File: config.mk
export PLATFORM = sky130hd
export DESIGN_NAME = argb_pixel_format_packer_unit
export DESIGN_NICKNAME = d
export VERILOG_FILES = /design/src/sv/apfp_pkg.sv /design/src/sv/argb_pixel_format_packer_unit.sv
export SDC_FILE = /design/constraint.sdc
export NUM_CORES = 1
export LEC_CHECK = 0
export BUFFER_PORTS_ARGS = -buffer_cell sky130_fd_sc_hd__buf_2
export CORE_MARGIN = 1
export CORE_UTILIZATION = 25
export DETAILED_ROUTE_END_ITERATION = 10
export SLEW_MARGIN = 10
export SYNTH_ARGS = -nofsm -noshare
export SYNTH_HDL_FRONTEND = slang
export SYNTH_SLANG_ARGS = --single-unit
File: constraint.sdc
create_clock -name clk -period 3.15 [get_ports clk]
set_input_delay 0.63 -clock clk [delete_from_list [all_inputs] [get_ports clk]]
set_output_delay 0.63 -clock clk [all_outputs]
set_load 0.02 [all_outputs]
File: src/sv/apfp_pkg.sv
package apfp_pkg;

  // output format codes of the pixel_format register
  localparam logic [2:0] FMT_RGB444 = 3'd0;
  localparam logic [2:0] FMT_RGB565 = 3'd1;
  localparam logic [2:0] FMT_RGB666 = 3'd2;
  localparam logic [2:0] FMT_RGB888 = 3'd3;
  localparam logic [2:0] FMT_ARGB32 = 3'd4;

  localparam logic [2:0] FMT_RESET = FMT_ARGB32;

  // largest number of bytes one pixel gives
  localparam int unsigned MAX_BYTES = 4;

  typedef logic [7:0] byte_t;
  typedef logic [2:0] byte_cnt_t;
  typedef logic [1:0] byte_idx_t;
  typedef logic [11:0] nibbles_t;

endpackage

File: src/sv/argb_pixel_format_packer_unit.sv
// ARGB pixel format packer
//
// Input channel (in_valid / in_ready): one 32-bit ARGB pixel per item plus
// a last_pixel flag that closes the image. Result channel (out_valid /
// out_ready): one byte per item, with out_run_end high on the last byte a
// pixel gives. cfg_wr_en writes pixel_format in the same cycle; write it
// only while the block is idle.
// An accepted pixel is held in the input register, then its bytes are
// loaded into the burst register once that is free, which puts the first
// byte on the outputs. The burst register is reloaded at the very edge
// its last byte is taken, so bytes can go out back to back while the
// receiver is ready, N per pixel, N being the bytes per pixel of the
// format (2 for rgb565, 3 for rgb666/rgb888, 4 for argb32, 1.5 average
// for rgb444); a held rgb444 first half gives no byte.
// Reset (rst_n low, synchronous) empties both registers, drops any held
// rgb444 half and sets the format to argb32 passthrough.
// When the receiver stalls, the current byte holds on the outputs; the input
// register takes pixels until one that gives bytes waits, then in_ready falls.
module argb_pixel_format_packer_unit (
  input  logic        clk,
  input  logic        rst_n,
  input  logic        cfg_wr_en,
  input  logic [2:0]  cfg_pixel_format,
  input  logic        in_valid,
  output logic        in_ready,
  input  logic [31:0] in_pixel,
  input  logic        in_last_pixel,
  output logic        out_valid,
  input  logic        out_ready,
  output logic [7:0]  out_byte,
  output logic        out_run_end
);

  import apfp_pkg::*;

  logic [2:0]  fmt_r;

  logic        in_vld_r;
  logic [31:0] pix_r;
  logic        last_r;

  nibbles_t    held_r;
  nibbles_t    held_nxt;
  logic        pend_r;
  logic        pend_nxt;

  logic        burst_vld_r;
  byte_t       bytes_r [MAX_BYTES];
  byte_t       bytes_nxt [MAX_BYTES];
  byte_cnt_t   cnt_r;
  byte_cnt_t   cnt_nxt;
  byte_idx_t   idx_r;

  logic        no_bytes;
  logic        last_taken;
  logic        burst_free;
  logic        load;

  byte_t       ch_b;
  byte_t       ch_g;
  byte_t       ch_r;
  byte_t       ch_a;
  nibbles_t    nib;

  // channel split of the registered pixel
  assign ch_b = pix_r[7:0];
  assign ch_g = pix_r[15:8];
  assign ch_r = pix_r[23:16];
  assign ch_a = pix_r[31:24];
  assign nib  = {ch_r[7:4], ch_g[7:4], ch_b[7:4]};

  // pack the registered pixel into its bytes
  always_comb begin
    bytes_nxt[0] = ch_b;
    bytes_nxt[1] = ch_g;
    bytes_nxt[2] = ch_r;
    bytes_nxt[3] = ch_a;
    cnt_nxt      = byte_cnt_t'(MAX_BYTES);
    no_bytes     = 1'b0;
    held_nxt     = '0;
    pend_nxt     = 1'b0;
    case (fmt_r)
      FMT_RGB444: begin
        cnt_nxt      = 3'd3;
        bytes_nxt[3] = '0;
        if (pend_r) begin
          bytes_nxt[0] = held_r[11:4];
          bytes_nxt[1] = {held_r[3:0], nib[11:8]};
          bytes_nxt[2] = nib[7:0];
        end else if (last_r) begin
          // odd final pixel, paired with zero nibbles
          bytes_nxt[0] = nib[11:4];
          bytes_nxt[1] = {nib[3:0], 4'h0};
          bytes_nxt[2] = '0;
        end else begin
          // first half of a pair is held, nothing goes out
          bytes_nxt[0] = '0;
          bytes_nxt[1] = '0;
          bytes_nxt[2] = '0;
          no_bytes     = 1'b1;
          held_nxt     = nib;
          pend_nxt     = 1'b1;
        end
      end
      FMT_RGB565: begin
        cnt_nxt      = 3'd2;
        bytes_nxt[0] = {ch_r[7:3], ch_g[7:5]};
        bytes_nxt[1] = {ch_g[4:2], ch_b[7:3]};
      end
      FMT_RGB666: begin
        cnt_nxt      = 3'd3;
        bytes_nxt[0] = {ch_r[7:2], 2'b00};
        bytes_nxt[1] = {ch_g[7:2], 2'b00};
        bytes_nxt[2] = {ch_b[7:2], 2'b00};
      end
      FMT_RGB888: begin
        cnt_nxt      = 3'd3;
        bytes_nxt[0] = ch_r;
        bytes_nxt[1] = ch_g;
        bytes_nxt[2] = ch_b;
      end
      default: begin
        cnt_nxt = byte_cnt_t'(MAX_BYTES);
      end
    endcase
  end

  // handshake between the two register stages
  assign last_taken = burst_vld_r && out_ready && out_run_end;
  assign burst_free = !burst_vld_r || last_taken;
  assign load       = in_vld_r && (no_bytes || burst_free);
  assign in_ready   = !in_vld_r || load;

  assign out_valid   = burst_vld_r;
  assign out_byte    = bytes_r[idx_r];
  assign out_run_end = ({1'b0, idx_r} == (cnt_r - 3'd1));

  // format register
  always_ff @(posedge clk) begin
    if (!rst_n) begin
      fmt_r <= FMT_RESET;
    end else if (cfg_wr_en) begin
      fmt_r <= cfg_pixel_format;
    end
  end

  // input register
  always_ff @(posedge clk) begin
    if (!rst_n) begin
      in_vld_r <= 1'b0;
    end else if (in_ready) begin
      in_vld_r <= in_valid;
    end
  end

  always_ff @(posedge clk) begin
    if (in_valid && in_ready) begin
      pix_r  <= in_pixel;
      last_r <= in_last_pixel;
    end
  end

  // held rgb444 half
  always_ff @(posedge clk) begin
    if (!rst_n) begin
      held_r <= '0;
      pend_r <= 1'b0;
    end else if (load) begin
      held_r <= held_nxt;
      pend_r <= pend_nxt;
    end
  end

  // burst register and byte index
  always_ff @(posedge clk) begin
    if (!rst_n) begin
      burst_vld_r <= 1'b0;
      idx_r       <= '0;
    end else if (load && !no_bytes) begin
      burst_vld_r <= 1'b1;
      idx_r       <= '0;
    end else if (last_taken) begin
      burst_vld_r <= 1'b0;
      idx_r       <= '0;
    end else if (burst_vld_r && out_ready) begin
      idx_r <= idx_r + 2'd1;
    end
  end

  always_ff @(posedge clk) begin
    if (load && !no_bytes) begin
      bytes_r <= bytes_nxt;
      cnt_r   <= cnt_nxt;
    end
  end

  // checks
  a_idx_in_range: assert property (@(posedge clk) disable iff (!rst_n)
    burst_vld_r |-> ({1'b0, idx_r} < cnt_r))
    else $error("byte index beyond burst length");

  a_held_clear: assert property (@(posedge clk) disable iff (!rst_n)
    !pend_r |-> (held_r == '0))
    else $error("held nibbles set with no half pending");

  a_stall_full: assert property (@(posedge clk) disable iff (!rst_n)
    !in_ready |-> (in_vld_r && burst_vld_r))
    else $error("input stalled with a free stage");

  a_burst_restart: assert property (@(posedge clk) disable iff (!rst_n)
    (out_valid && out_ready && out_run_end) |=> (!burst_vld_r || idx_r == '0))
    else $error("new burst does not start at its first byte");

endmodule
## Yosys cells after proc, flatten, opt, wreduce, memory -nomap -nowiden

Cells that the tools add are included.

- $add $sub $neg: 2
- Multipliers: 0
- Div/mod/pow operators: 0
- Magnitude comparators: 1
- Eq/ne operators: 4
- Shifts and indexed selects: 0
- Muxes and demuxes: 16
- Bitwise gates (word level): 2
- Reductions and logical operators: 15

Operators by type and width:

| cell | number |
|---|---|
| $pmux W16 S4 | 1 |
| $mux W24 | 2 |
| $mux W12 | 3 |
| $pmux W8 S3 | 1 |
| $bmux W8 S2 | 1 |
| $mux W8 | 2 |
| $eq A3 B2 Y1 const B | 2 |
| $pmux W3 S2 | 1 |
| $reduce_or A3 Y1 | 2 |
| $logic_and A1 B1 Y1 | 5 |
| $mux W1 | 5 |
| $eq A2 B3 Y1 | 1 |
| $eq A3 B1 Y1 const B | 1 |
| $ge A3 B3 Y1 const B | 1 |
| $logic_not A1 Y1 | 3 |
| $logic_not A3 Y1 | 1 |
| $logic_or A1 B1 Y1 | 3 |
| $not A2 Y3 | 1 |
| $sub A3 B1 Y3 const B | 1 |
| $add A2 B1 Y2 const B | 1 |
| $reduce_bool A2 Y1 | 1 |
| $not A1 Y1 | 1 |

- Bits in registers: 88
- Bits in latches: 0
- RAM bits: 0
- ROM bits: 0
- Output and inout port bits: 11
- Logic and storage cells: 53
- Memories: 0

## Longest topological paths before layout

Gate-level depths: netlist of run 1.

- Word-level depth: 8
- Mapped depth: 7

## Worst setup path after synthesis of run 1

No wires, ideal clock.

- Kind: reg-to-reg
- Start point: reg cnt_r[0]
- End point: reg bytes_r[0] (netlist bit) (enable)
- Library setup time: 0.427 ns
- Arrival: 3.187 ns
- Required time: 2.723 ns
- Setup slack: -0.465 ns
- Stages on the path, launching flop included: 7
- Path buffers: 0
- Path through: edfxtp_1 -> inv_1 -> ha_1 -> xnor2_1 -> nor3_1 -> a21boi_1 -> nor2_1

- Cells in the longest elaborated chain, start to end: 7

Ends and longest elaborated chain:

| what | RTL line | source |
|---|---|---|
| start: declaration | argb_pixel_format_packer_unit.sv:50 | `byte_cnt_t cnt_r;` |
| start signal: assignment | argb_pixel_format_packer_unit.sv:193 | `cnt_r <= cnt_nxt;` |
| $sub A3 B1 Y3 | argb_pixel_format_packer_unit.sv:136 | `assign out_run_end = ({1'b0, idx_r} == (cnt_r - 3'd1));` |
| $eq A2 B3 Y1 | argb_pixel_format_packer_unit.sv:136 |  |
| via out_run_end | argb_pixel_format_packer_unit.sv:31 | `output logic out_run_end` |
| $logic_and A1 B1 Y1 | argb_pixel_format_packer_unit.sv:129 | `assign last_taken = burst_vld_r && out_ready && out_run_end;` |
| $logic_or A1 B1 Y1 | argb_pixel_format_packer_unit.sv:130 | `assign burst_free = !burst_vld_r \|\| last_taken;` |
| $logic_or A1 B1 Y1 | argb_pixel_format_packer_unit.sv:131 | `assign load = in_vld_r && (no_bytes \|\| burst_free);` |
| $logic_and A1 B1 Y1 | argb_pixel_format_packer_unit.sv:131 |  |
| $logic_and A1 B1 Y1 | argb_pixel_format_packer_unit.sv:191 | `if (load && !no_bytes) begin` |
| end signal: assignment | argb_pixel_format_packer_unit.sv:192 | `bytes_r <= bytes_nxt;` |
| end: declaration | argb_pixel_format_packer_unit.sv:48 | `byte_t bytes_r [MAX_BYTES];` |

The timed path passes the listed nets, and every way through them passes these cells.
A chain may end at the register's enable or synchronous reset.

## Final worst setup path of run 1

- Start point: reg cnt_r[0]
- End point: out in_ready

- Cells in the longest elaborated chain, start to end: 7

Ends and longest elaborated chain:

| what | RTL line | source |
|---|---|---|
| $sub A3 B1 Y3 | argb_pixel_format_packer_unit.sv:136 |  |
| $eq A2 B3 Y1 | argb_pixel_format_packer_unit.sv:136 |  |
| $logic_and A1 B1 Y1 | argb_pixel_format_packer_unit.sv:129 |  |
| $logic_or A1 B1 Y1 | argb_pixel_format_packer_unit.sv:130 |  |
| $logic_or A1 B1 Y1 | argb_pixel_format_packer_unit.sv:131 |  |
| $logic_and A1 B1 Y1 | argb_pixel_format_packer_unit.sv:131 |  |
| $logic_or A1 B1 Y1 | argb_pixel_format_packer_unit.sv:132 | `assign in_ready = !in_vld_r \|\| load;` |
| end: declaration | argb_pixel_format_packer_unit.sv:25 | `output logic in_ready,` |

Every way passes these cells.

==> results of run 1 <==
logic make-up (layout without fill, tap and decap cells):
| family | Yosys count | count (layout) | synth area share [%] |
|---|---|---|---|
| compound gates | 70 | 70 | 14.8 |
| flops | 88 | 88 | 66.6 |
| fa+ha+maj | 1 | 1 | 0.341 |
| xor+xnor | 3 | 3 | 0.717 |
| mux | 12 | 12 | 6.08 |
| buf+inv | 26 | 90 | 3.07 |
| simple gates | 58 | 58 | 8.36 |
metal layers:
metal | vias to the layer above | global-route usage [%]
met5 | - | 0
met3 | 12 | 3.32
li1 | 1128 | -
met2 | 64 | 16.7
met1 | 1089 | 15.9
met4 | 0 | 5.80
critical path: cells and delay by family (launching register included):
kind	cells	cell delay [ns]
buffers and inverters	3	0.31
AOI/OAI and AO/OA	1	0.45
and+or+nand+nor	1	0.18
xor gates and xnor gates	1	0.15
DFF	1	0.40
adders and majority gates	1	0.23
report_power, final:
group,internal (W),total [W],leakage (nW),switching (W)
Combinational,0.0000988,0.000236,0.675,0.000137
Sequential,0.00133,0.00136,0.812,0.0000356
Clock,0.000701,0.00114,0.153,0.000441
Total,0.00213,0.00274,1.64,0.000613
worst max-delay path by stage:
stage | start | endpoint | slack, ns | depth (start not counted)
after floorplan | cnt_r[0] | bytes_r[0] | 0.09 | 6
after global placement | cnt_r[0] | pix_r[10] | 0.84 | 7
after detailed placement | cnt_r[0] | pix_r[2] | 0.77 | 7
after CTS | cnt_r[0] | in_ready | 0.45 | 7
after global routing | cnt_r[0] | in_ready | 0.35 | 7
final | cnt_r[0] | in_ready | 0.46 | 7
area by class of cell:
| type | instances | area, um2 | area share (%) |
|---|---|---|---|
| Sequential cell | 88 | 2440 | 54.4 |
| Multi-Input combinational cell | 144 | 1120 | 24.9 |
| Timing Repair Buffer | 61 | 330 | 7.35 |
| Clock buffer | 9 | 225 | 5.01 |
| Tap cell | 180 | 225 | 5.01 |
| Clock inverter | 7 | 101 | 2.26 |
| Inverter | 13 | 48.8 | 1.09 |
state kept, by name (all words and copies together), names as in the netlist:
signal / flops
bytes_r: 32
pix_r: 32
held_r: 12
cnt_r: 3
fmt_r: 3
idx_r: 2
in_vld_r: 1
last_r: 1
out_valid: 1
pend_r: 1
cells in the final DEF, fill, tap and decap left out, drive strengths merged, types with 3 or more instances in the layout:
cell type,count
a222oi,6
inv,15
a22oi,11
nor3,3
buf,61
a22o,12
nor2,8
a21oi,9
clkbuf,9
edfxtp,68
nor2b,12
mux4,8
dfxtp,20
and2,3
nand2,24
o21ai,10
a221oi,5
a2bb2oi,3
metrics by stage:
step                      power [W]  utilization, %  hold slack [ns]  cell area, um2  setup slack, ns
after floorplan             0.00153               -            0.442            3670           0.0908
after global placement      0.00163            29.6            0.458            4170            0.843
after detailed placement    0.00163            29.6            0.459            4170            0.774
after CTS                   0.00278            31.9            0.447            4490            0.450
after global routing        0.00285            31.9            0.448            4490            0.350
final                       0.00274            31.9            0.462            4490            0.463
==> impl_metrics.tcl, run 1 <==
set metrics [dict create \
    vdd.ir_drop.worst_mv 0.216 \
    avgSynthCellArea_um2 14.2 \
    cp_slowest_cell "o41ai_2" \
    vias 2293 \
    dr.pass1.iters 5 \
    reg2reg_to "pix_r[9]" \
    topRoutingLayerUsed "met4" \
    postCtsSetupBuffers 0 \
    fmax_mhz 372 \
    detail-route-antenna-nets 0 \
    synth_edf_count 68 \
    synthCells 258 \
    cts.repair.resized 0 \
    clockBufferDepth 2 \
    n_antenna_cell 0 \
    core_area_um2 14100 \
    r2r_slack_ns 0.77 \
    maxSlewViolCount 0 \
    die-height_um 123 \
    drtIter0Drc 222 \
    r2r_start "cnt_r[0]" \
    layout-drive-gt1-share_pct 29.8 \
    finalSetupViolations 0 \
    wl_per_cell_um 16.1 \
    io_pins 52 \
    dp_cells 486 \
    required_ns 2.52 \
    maxCapViolCount 0 \
    grt_usage_pct 11.6 \
    overflow 0 \
    reg2reg_depth 7 \
    holdBufCountCts 0 \
    synth.area.top_cells "edfxtp_1 (56%), dfxtp_1 (11%), mux4_2 (4.9%), a22o_1 (2.9%), nand2_1 (2.5%)" \
    finalClockSkew_ns 0.00703 \
    fp.dieW_um 123 \
    crit_chain "inv_1 > ha_1 > xnor2_1 > o41ai_2 > nor2_1 > inv_1 > buf_2" \
    wl_met3_um 333 \
    hold_viol 0 \
    yosys_warnings 0 \
    slew_headroom_pct 52.7 \
    crit_top_cell "inv_1" \
    worstPathArrival_ns 2.06 \
    start_util_pct 26.0 \
    tightest_slew_ns 0.710 \
    avgViaCountPerCell 4.57 \
    worstHoldStart "in_pixel[13]" \
    cts_buffers 9 \
    fin_cells 502 \
    dp_hpwl_mm 5.89 \
    finalCritPeriodShare_pct 85.3 \
    yosysTopAreaCell "edfxtp_1" \
    wl_met2_mm 3.71 \
    cp-start-kind "register" \
    synth_fp_nets 300 \
    rows 43 \
    end_kind "output port" \
    grt_start_max_net_pins 36 \
    place.gp.congestion 0.827 \
    yosysMostFrequentCell "edfxtp_1" \
    fin_nets 359 \
    ys_types 48 \
    cts_tree "yes" \
    async_reset_ff_share_pct 0 \
    critPathMaxStageDelay_ns 0.45 \
    synth.top_cells.by_count "edfxtp_1 (68), nand2_1 (24), dfxtp_1 (20), inv_1 (13)" \
    clk_latency_ns 0.34 \
    status "completed" \
    ys.flop_type "edfxtp_1" \
    syn_area_um2 3660 \
    rsz0062_at_grt "false" \
    die_area_um2 15100 \
    clk_pin_slew_ns 0.06 \
    ys_ff_latch 88 \
    clock-root-buffer "clkbuf_16" \
    period_minus_slack_ns 2.69 \
    critPathKind "register to output port" \
    hold_path_end "pix_r[13]" \
    worstHoldPathCells 1 \
    ctsHtreeMaxLevel 3 \
    drc 0 \
    powerDensity_nw_per_um2 610 \
    wl_met1_mm 3.89 \
    grt_pass1_vias 2292 \
    worstHoldPathType "primary input to register" \
    routed_wl_mm 8.10 \
    fillers 1433 \
    clock_sinks 88 \
    grt_pass1_wl_mm 12.8 \
    finalSetupTns_ns 0 \
    yosysTopAreaCellShare_pct 55.7 \
    antenna_found_initial 0 \
    power.leakage_nw 1.64 \
    areaGrowthSynthToFinish_pct 22.6 \
    io_buffers 51 \
    worst-path-max-fanout 3 \
    yosysSeqAreaShare_pct 66.6 \
]
(Power assumes the default switching activity.)
==> run 2: changes to the inputs <==
==> constraint.sdc (replaced) <==
create_clock -name clk -period 2.5 [get_ports clk]
set_input_delay 0.5 -clock clk [delete_from_list [all_inputs] [get_ports clk]]
set_output_delay 0.5 -clock clk [all_outputs]
set_load 0.02 [all_outputs]
==> run 2 against run 1 <==
Clock power up 8%. Critical path depth did not move. Cell area increased by 0.61%. Core utilization up 0.20 points. Worst hold slack worse by 0.12 ns. Global-route usage is 0.14 points lower. Clock-buffer cell count is the same. Sequential power up 26%. Final cell count up 0.40%. Routed wire length fell by 2.5%. Largest cell class unchanged. Largest power group unchanged.
==> impl_metrics.tcl, run 2 (synthesis gave the netlist of run 1 again) <==
set metrics [dict create \
    dr.pass1.iters 5 \
    finalClockSkew_ns 0.00624 \
    die_area_um2 15100 \
    tightest_slew_ns 0.729 \
    final_cell_mix "edfxtp_1 (68), buf_2 (50), nand2_1 (24), dfxtp_1 (20), inv_1 (13)" \
    grt_start_max_net_pins 36 \
    finalCritPeriodShare_pct 96.0 \
    crit_top_cell "inv_1" \
    io_pins 52 \
    fin_nets 361 \
    reg2reg_depth 7 \
    final_common_cell "edfxtp_1" \
    worstHoldStart "in_pixel[7]" \
    clk_latency_ns 0.33 \
    hold_viol 0 \
    holdBufCountCts 0 \
    critPathLaunch "cnt_r[0]" \
    hold_ws_ns 0.339 \
    io_buffers 51 \
    critPathMaxStageDelay_ns 0.38 \
    crit_buf_inv 3 \
    required_ns 2.00 \
    grt_pass1_wl_mm 12.8 \
    vias 2388 \
    fillers 1409 \
    fmax_mhz 417 \
    worstHoldPathCells 1 \
    detail-route-antenna-nets 0 \
    cp_top_family "compound AO/OA/AOI/OAI gates" \
    fp.dieW_um 123 \
    drtIter0Drc 295 \
    maxCapViolCount 0 \
    worstPathArrival_ns 1.90 \
    cts_buffers 9 \
    grt_pass1_vias 2465 \
    hold_path_end "pix_r[7]" \
    dp_hpwl_mm 5.75 \
    n_antenna_cell 0 \
    rsz0062_at_grt "false" \
    areaGrowthSynthToFinish_pct 23.4 \
    ctsHtreeMaxLevel 3 \
    clock-root-buffer "clkbuf_16" \
    place.gp.congestion 0.886 \
    worstHoldPathType "primary input to register" \
    reg2reg_to "pix_r[31]" \
    start_util_pct 26.0 \
    avgViaCountPerCell 4.74 \
    maxSlewViolCount 0 \
    routed_wl_mm 7.90 \
    slew_headroom_pct 51.4 \
    power.leakage_nw 1.65 \
    cts_tree "yes" \
    r2r_slack_ns 0.43 \
    cp-start-kind "register" \
    status "completed" \
    layout-drive-gt1-share_pct 31.2 \
    multi_input_area_um2 1150 \
    seq_area_um2 2440 \
    worst-path-max-fanout 3 \
    rows 43 \
    fin_cells 504 \
    end_kind "output port" \
    antenna_found_initial 0 \
    finalSetupViolations 0 \
    critPathKind "register to output port" \
    powerDensity_nw_per_um2 722 \
    drc 0 \
    grt_usage_pct 11.5 \
    clk_pin_slew_ns 0.06 \
    r2r_start "cnt_r[0]" \
    finalSetupTns_ns 0 \
    wl_per_cell_um 15.7 \
    reg_top3 "bytes_r x32, pix_r x32, held_r x12" \
    core_area_um2 14100 \
    cp_slowest_cell "o41ai_4" \
    period_minus_slack_ns 2.40 \
    dp_cells 486 \
    vdd.ir_drop.worst_mv 0.294 \
    clock_sinks 88 \
    die-height_um 123 \
    overflow 0 \
    clockBufferDepth 2 \
    crit_chain "inv_1 > ha_1 > xnor2_2 > o41ai_4 > nor2_2 > inv_1 > buf_4" \
]
## run 2: cell count changes in the layout (fill, tap and decap cells not counted), sizes merged
cell	change
bufinv	-2
buf	+2
clkinv	+2
## run 2: per-stage QoR
step / utilization, % / total power (W) / instance area, um2 / setup WS (ns)
after floorplan: - / 0.00193 / 3680 / 0.0758
after global placement: 29.8 / 0.00206 / 4200 / 0.337
after detailed placement: 29.8 / 0.00206 / 4200 / 0.269
after CTS: 31.9 / 0.00331 / 4500 / 0.0117
after global routing: 32.1 / 0.00341 / 4520 / 0.0124
final: 32.1 / 0.00327 / 4520 / 0.101
## run 2: report_power, final
group	switching, W	leakage (nW)	internal (W)
sequential	0.0000497	0.812	0.00167
clock	0.000547	0.132	0.000681
combinational	0.000176	0.702	0.000138
## run 2: routing by layer
| metal | global-route usage, % | vias to the layer above | part of all wire [%] |
|---|---|---|---|
| li1 | - | 1129 | - |
| met1 | 14.9 | 1132 | 45 |
| met2 | 17.4 | 107 | 46 |
| met3 | 3.32 | 20 | 6.4 |
| met4 | 5.95 | 0 | 2.8 |
| met5 | 0 | - | 0 |
## run 2: layout make-up
class                      instances  share of cell area [%]
clock buffer                       9                    4.98
multi-input combinational        144                    25.5
inverter                          13                    1.08
sequential                        88                    54.0
tap                              180                    4.98
timing repair buffer              63                    8.25
clock inverter                     7                    1.22
## run 2: what timing repair did
item / in CTS / in global routing
pin swaps: 1 / 2
endpoints found under the setup margin: 1 / 1
endpoints found under the hold margin: 0 / 0
resized for setup: 1 / 3
setup buffers: 2 / 0
## run 2: worst max-delay path by stage
stage | endpoint | slack, ns | cells past startpoint
final | in_ready | 0.10 | 7
after global routing | in_ready | 0.01 | 7
after CTS | in_ready | 0.01 | 7
after detailed placement | in_ready | 0.27 | 7
after global placement | in_ready | 0.34 | 7
after floorplan | bytes_r[0] | 0.08 | 6
==> run 3: changes to the inputs <==
--- a/config.mk
+++ b/config.mk
@@ -9,6 +9,7 @@
 export CORE_MARGIN = 1
 export CORE_UTILIZATION = 25
 export DETAILED_ROUTE_END_ITERATION = 10
+export GPL_TIMING_DRIVEN = 0
 export SLEW_MARGIN = 10
 export SYNTH_ARGS = -nofsm -noshare
 export SYNTH_HDL_FRONTEND = slang
==> constraint.sdc (replaced) <==
create_clock -name clk -period 2.5 [get_ports clk]
set_input_delay 0.375 -clock clk [delete_from_list [all_inputs] [get_ports clk]]
set_output_delay 0.375 -clock clk [all_outputs]
set_load 0.02 [all_outputs]
==> run 3 against run 2 <==
Die area is the same. Clock-buffer cell count increased by 1. Final cell count up 0.99%. Global-route usage is 1.4 points higher. Core utilization rose by 0.23 points. Worst hold slack got worse by 0.13 ns. Register-to-register slack worse by 0.28 ns. Combinational power is essentially flat. Sequential power barely moved. Non-clock buffer count rose by 3. Critical path type unchanged. Largest power group unchanged.
==> impl_metrics.tcl, run 3 (synthesis gave the netlist of run 1 again) <==
set metrics [dict create \
    drc 0 \
    routed_wl_mm 9.23 \
    cp-start-kind "register" \
    grtUsageMet2_pct 20.3 \
    clock_sinks 88 \
    detail-route-antenna-nets 0 \
    grt_start_max_net_pins 19 \
    drtIter0Drc 256 \
    placed_area_um2 4170 \
    worst-path-max-fanout 4 \
    finalSetupViolations 0 \
    use_met3_pct 3.78 \
    period_minus_slack_ns 2.45 \
    power.leakage_nw 1.65 \
    netSwitchingFraction_pct 22.5 \
    power_frac_comb_pct 9.2 \
    critPathKind "register to output port" \
    antenna_found_initial 0 \
    areaGrowthSynthToFinish_pct 24.2 \
    cts_buffers 9 \
    powerDensity_nw_per_um2 758 \
    cts_tree "yes" \
    end_kind "output port" \
    pwr-share-clk_pct 40.7 \
    die-height_um 123 \
    grt_usage_pct 12.9 \
    n_antenna_cell 0 \
    dp_hpwl_mm 6.28 \
    fillers 1429 \
    clock-root-buffer "clkbuf_16" \
    hold_ws_ns 0.206 \
    avgViaCountPerCell 4.74 \
    maxSlewViolCount 0 \
    intPower_w 0.00267 \
    layout_setup_ws_ns 0.0526 \
    holdBufCountCts 0 \
    status "completed" \
    io_pins 52 \
    fin_nets 366 \
    grt_pass1_vias 2485 \
    pwr-share-seq_pct 50.1 \
    finalCritPeriodShare_pct 97.9 \
    maxCapViolCount 0 \
    clockBufferDepth 2 \
    finalClockSkew_ns 0.00884 \
    slew_headroom_pct 55.2 \
    clk_pin_slew_ns 0.06 \
    overflow 0 \
    rows 43 \
    vias 2411 \
    core_area_um2 14100 \
    die_area_um2 15100 \
    fp.dieW_um 123 \
    fin_cells 509 \
    design_area_um2 4550 \
    dp_cells 489 \
    reg_top3 "bytes_r x32, pix_r x32, held_r x12" \
    worstHoldPathType "primary input to register" \
    start_util_pct 26.0 \
    wl_per_cell_um 18.1 \
    post-route-util_pct 32.3 \
    dr.pass1.iters 6 \
    io_buffers 51 \
    pre_cts_slack_ns -0.283 \
    final_cell_mix "edfxtp_1 (68), buf_2 (54), nand2_1 (24), dfxtp_1 (20), inv_1 (13)" \
    required_ns 2.12 \
    ctsHtreeMaxLevel 3 \
    layout-drive-gt1-share_pct 28.9 \
    multi_input_area_um2 1180 \
    clk_latency_ns 0.34 \
    vdd.ir_drop.worst_mv 0.273 \
    hold_viol 0 \
    grt_pass1_wl_mm 14.1 \
    worstPathArrival_ns 2.07 \
    grt.busiest_layer "met2" \
    final_common_cell "edfxtp_1" \
    grtUsageMet1_pct 16.8 \
    seq_area_um2 2440 \
    place.gp.congestion 0.814 \
    fmax_mhz 409 \
    net-switching-power_w 0.000777 \
    tightest_slew_ns 0.668 \
]
run 3: through the flow:
step	power, W	setup TNS [ns]
after global placement	0.00205	-7.00
after global routing	0.00357	-0.0166
final	0.00345	0
after detailed placement	0.00206	-10.48
after floorplan	0.00193	0
after CTS	0.00347	-0.623
run 3: layout make-up:
type / instances / share of cell area [%]
clock inverters: 6 / 1.84
repair buffers: 53 / 6.21
well taps: 180 / 4.95
plain buffers: 13 / 1.40
clock buffers: 10 / 5.03
flip-flops and latches: 88 / 53.6
inverters: 13 / 1.07
multi-input cells: 146 / 25.9
run 3: power by group through the flow:
stage                     logic, W  registers, W  clock network, W
final                     0.000316       0.00173           0.00140
after global routing      0.000346       0.00174           0.00149
after CTS                 0.000312       0.00173           0.00143
after detailed placement  0.000298       0.00176                 0
after global placement    0.000293       0.00176                 0
after floorplan           0.000191       0.00174                 0
run 3: timing repair:
item                       in CTS  in global routing
buffers inserted                1                  1
resized for setup               2                  4
gates cloned                    2                  0
setup endpoints to repair      68                 34
pin swaps                       1                  1
run 3: worst paths after layout:
kind	slack [ns]	startpoint	end	cells past startpoint
max	0.05	cnt_r[0]	in_ready	8
min reg2reg	0.48	held_r[6]	held_r[6]	1
max reg2reg	0.15	cnt_r[0]	pix_r[6]	7
min	0.21	in_pixel[21]	pix_r[21]	1
run 3: worst max-delay path, cell delays in order (launching register included):
cell,delay (ns)
edfxtp_1,0.36
inv_1,0.05
ha_1,0.33
xnor2_2,0.17
o41ai_2,0.34
buf_4,0.19
nor2_4,0.07
inv_1,0.07
buf_2,0.15
run 3: per-layer routing:
| metal | routed length (um) | part of all wire, % |
|---|---|---|
| met3 | 518 | 5.6 |
| met1 | 4180 | 45 |
| met4 | 180 | 2.0 |
| met5 | 0 | 0 |
| met2 | 4350 | 47 |
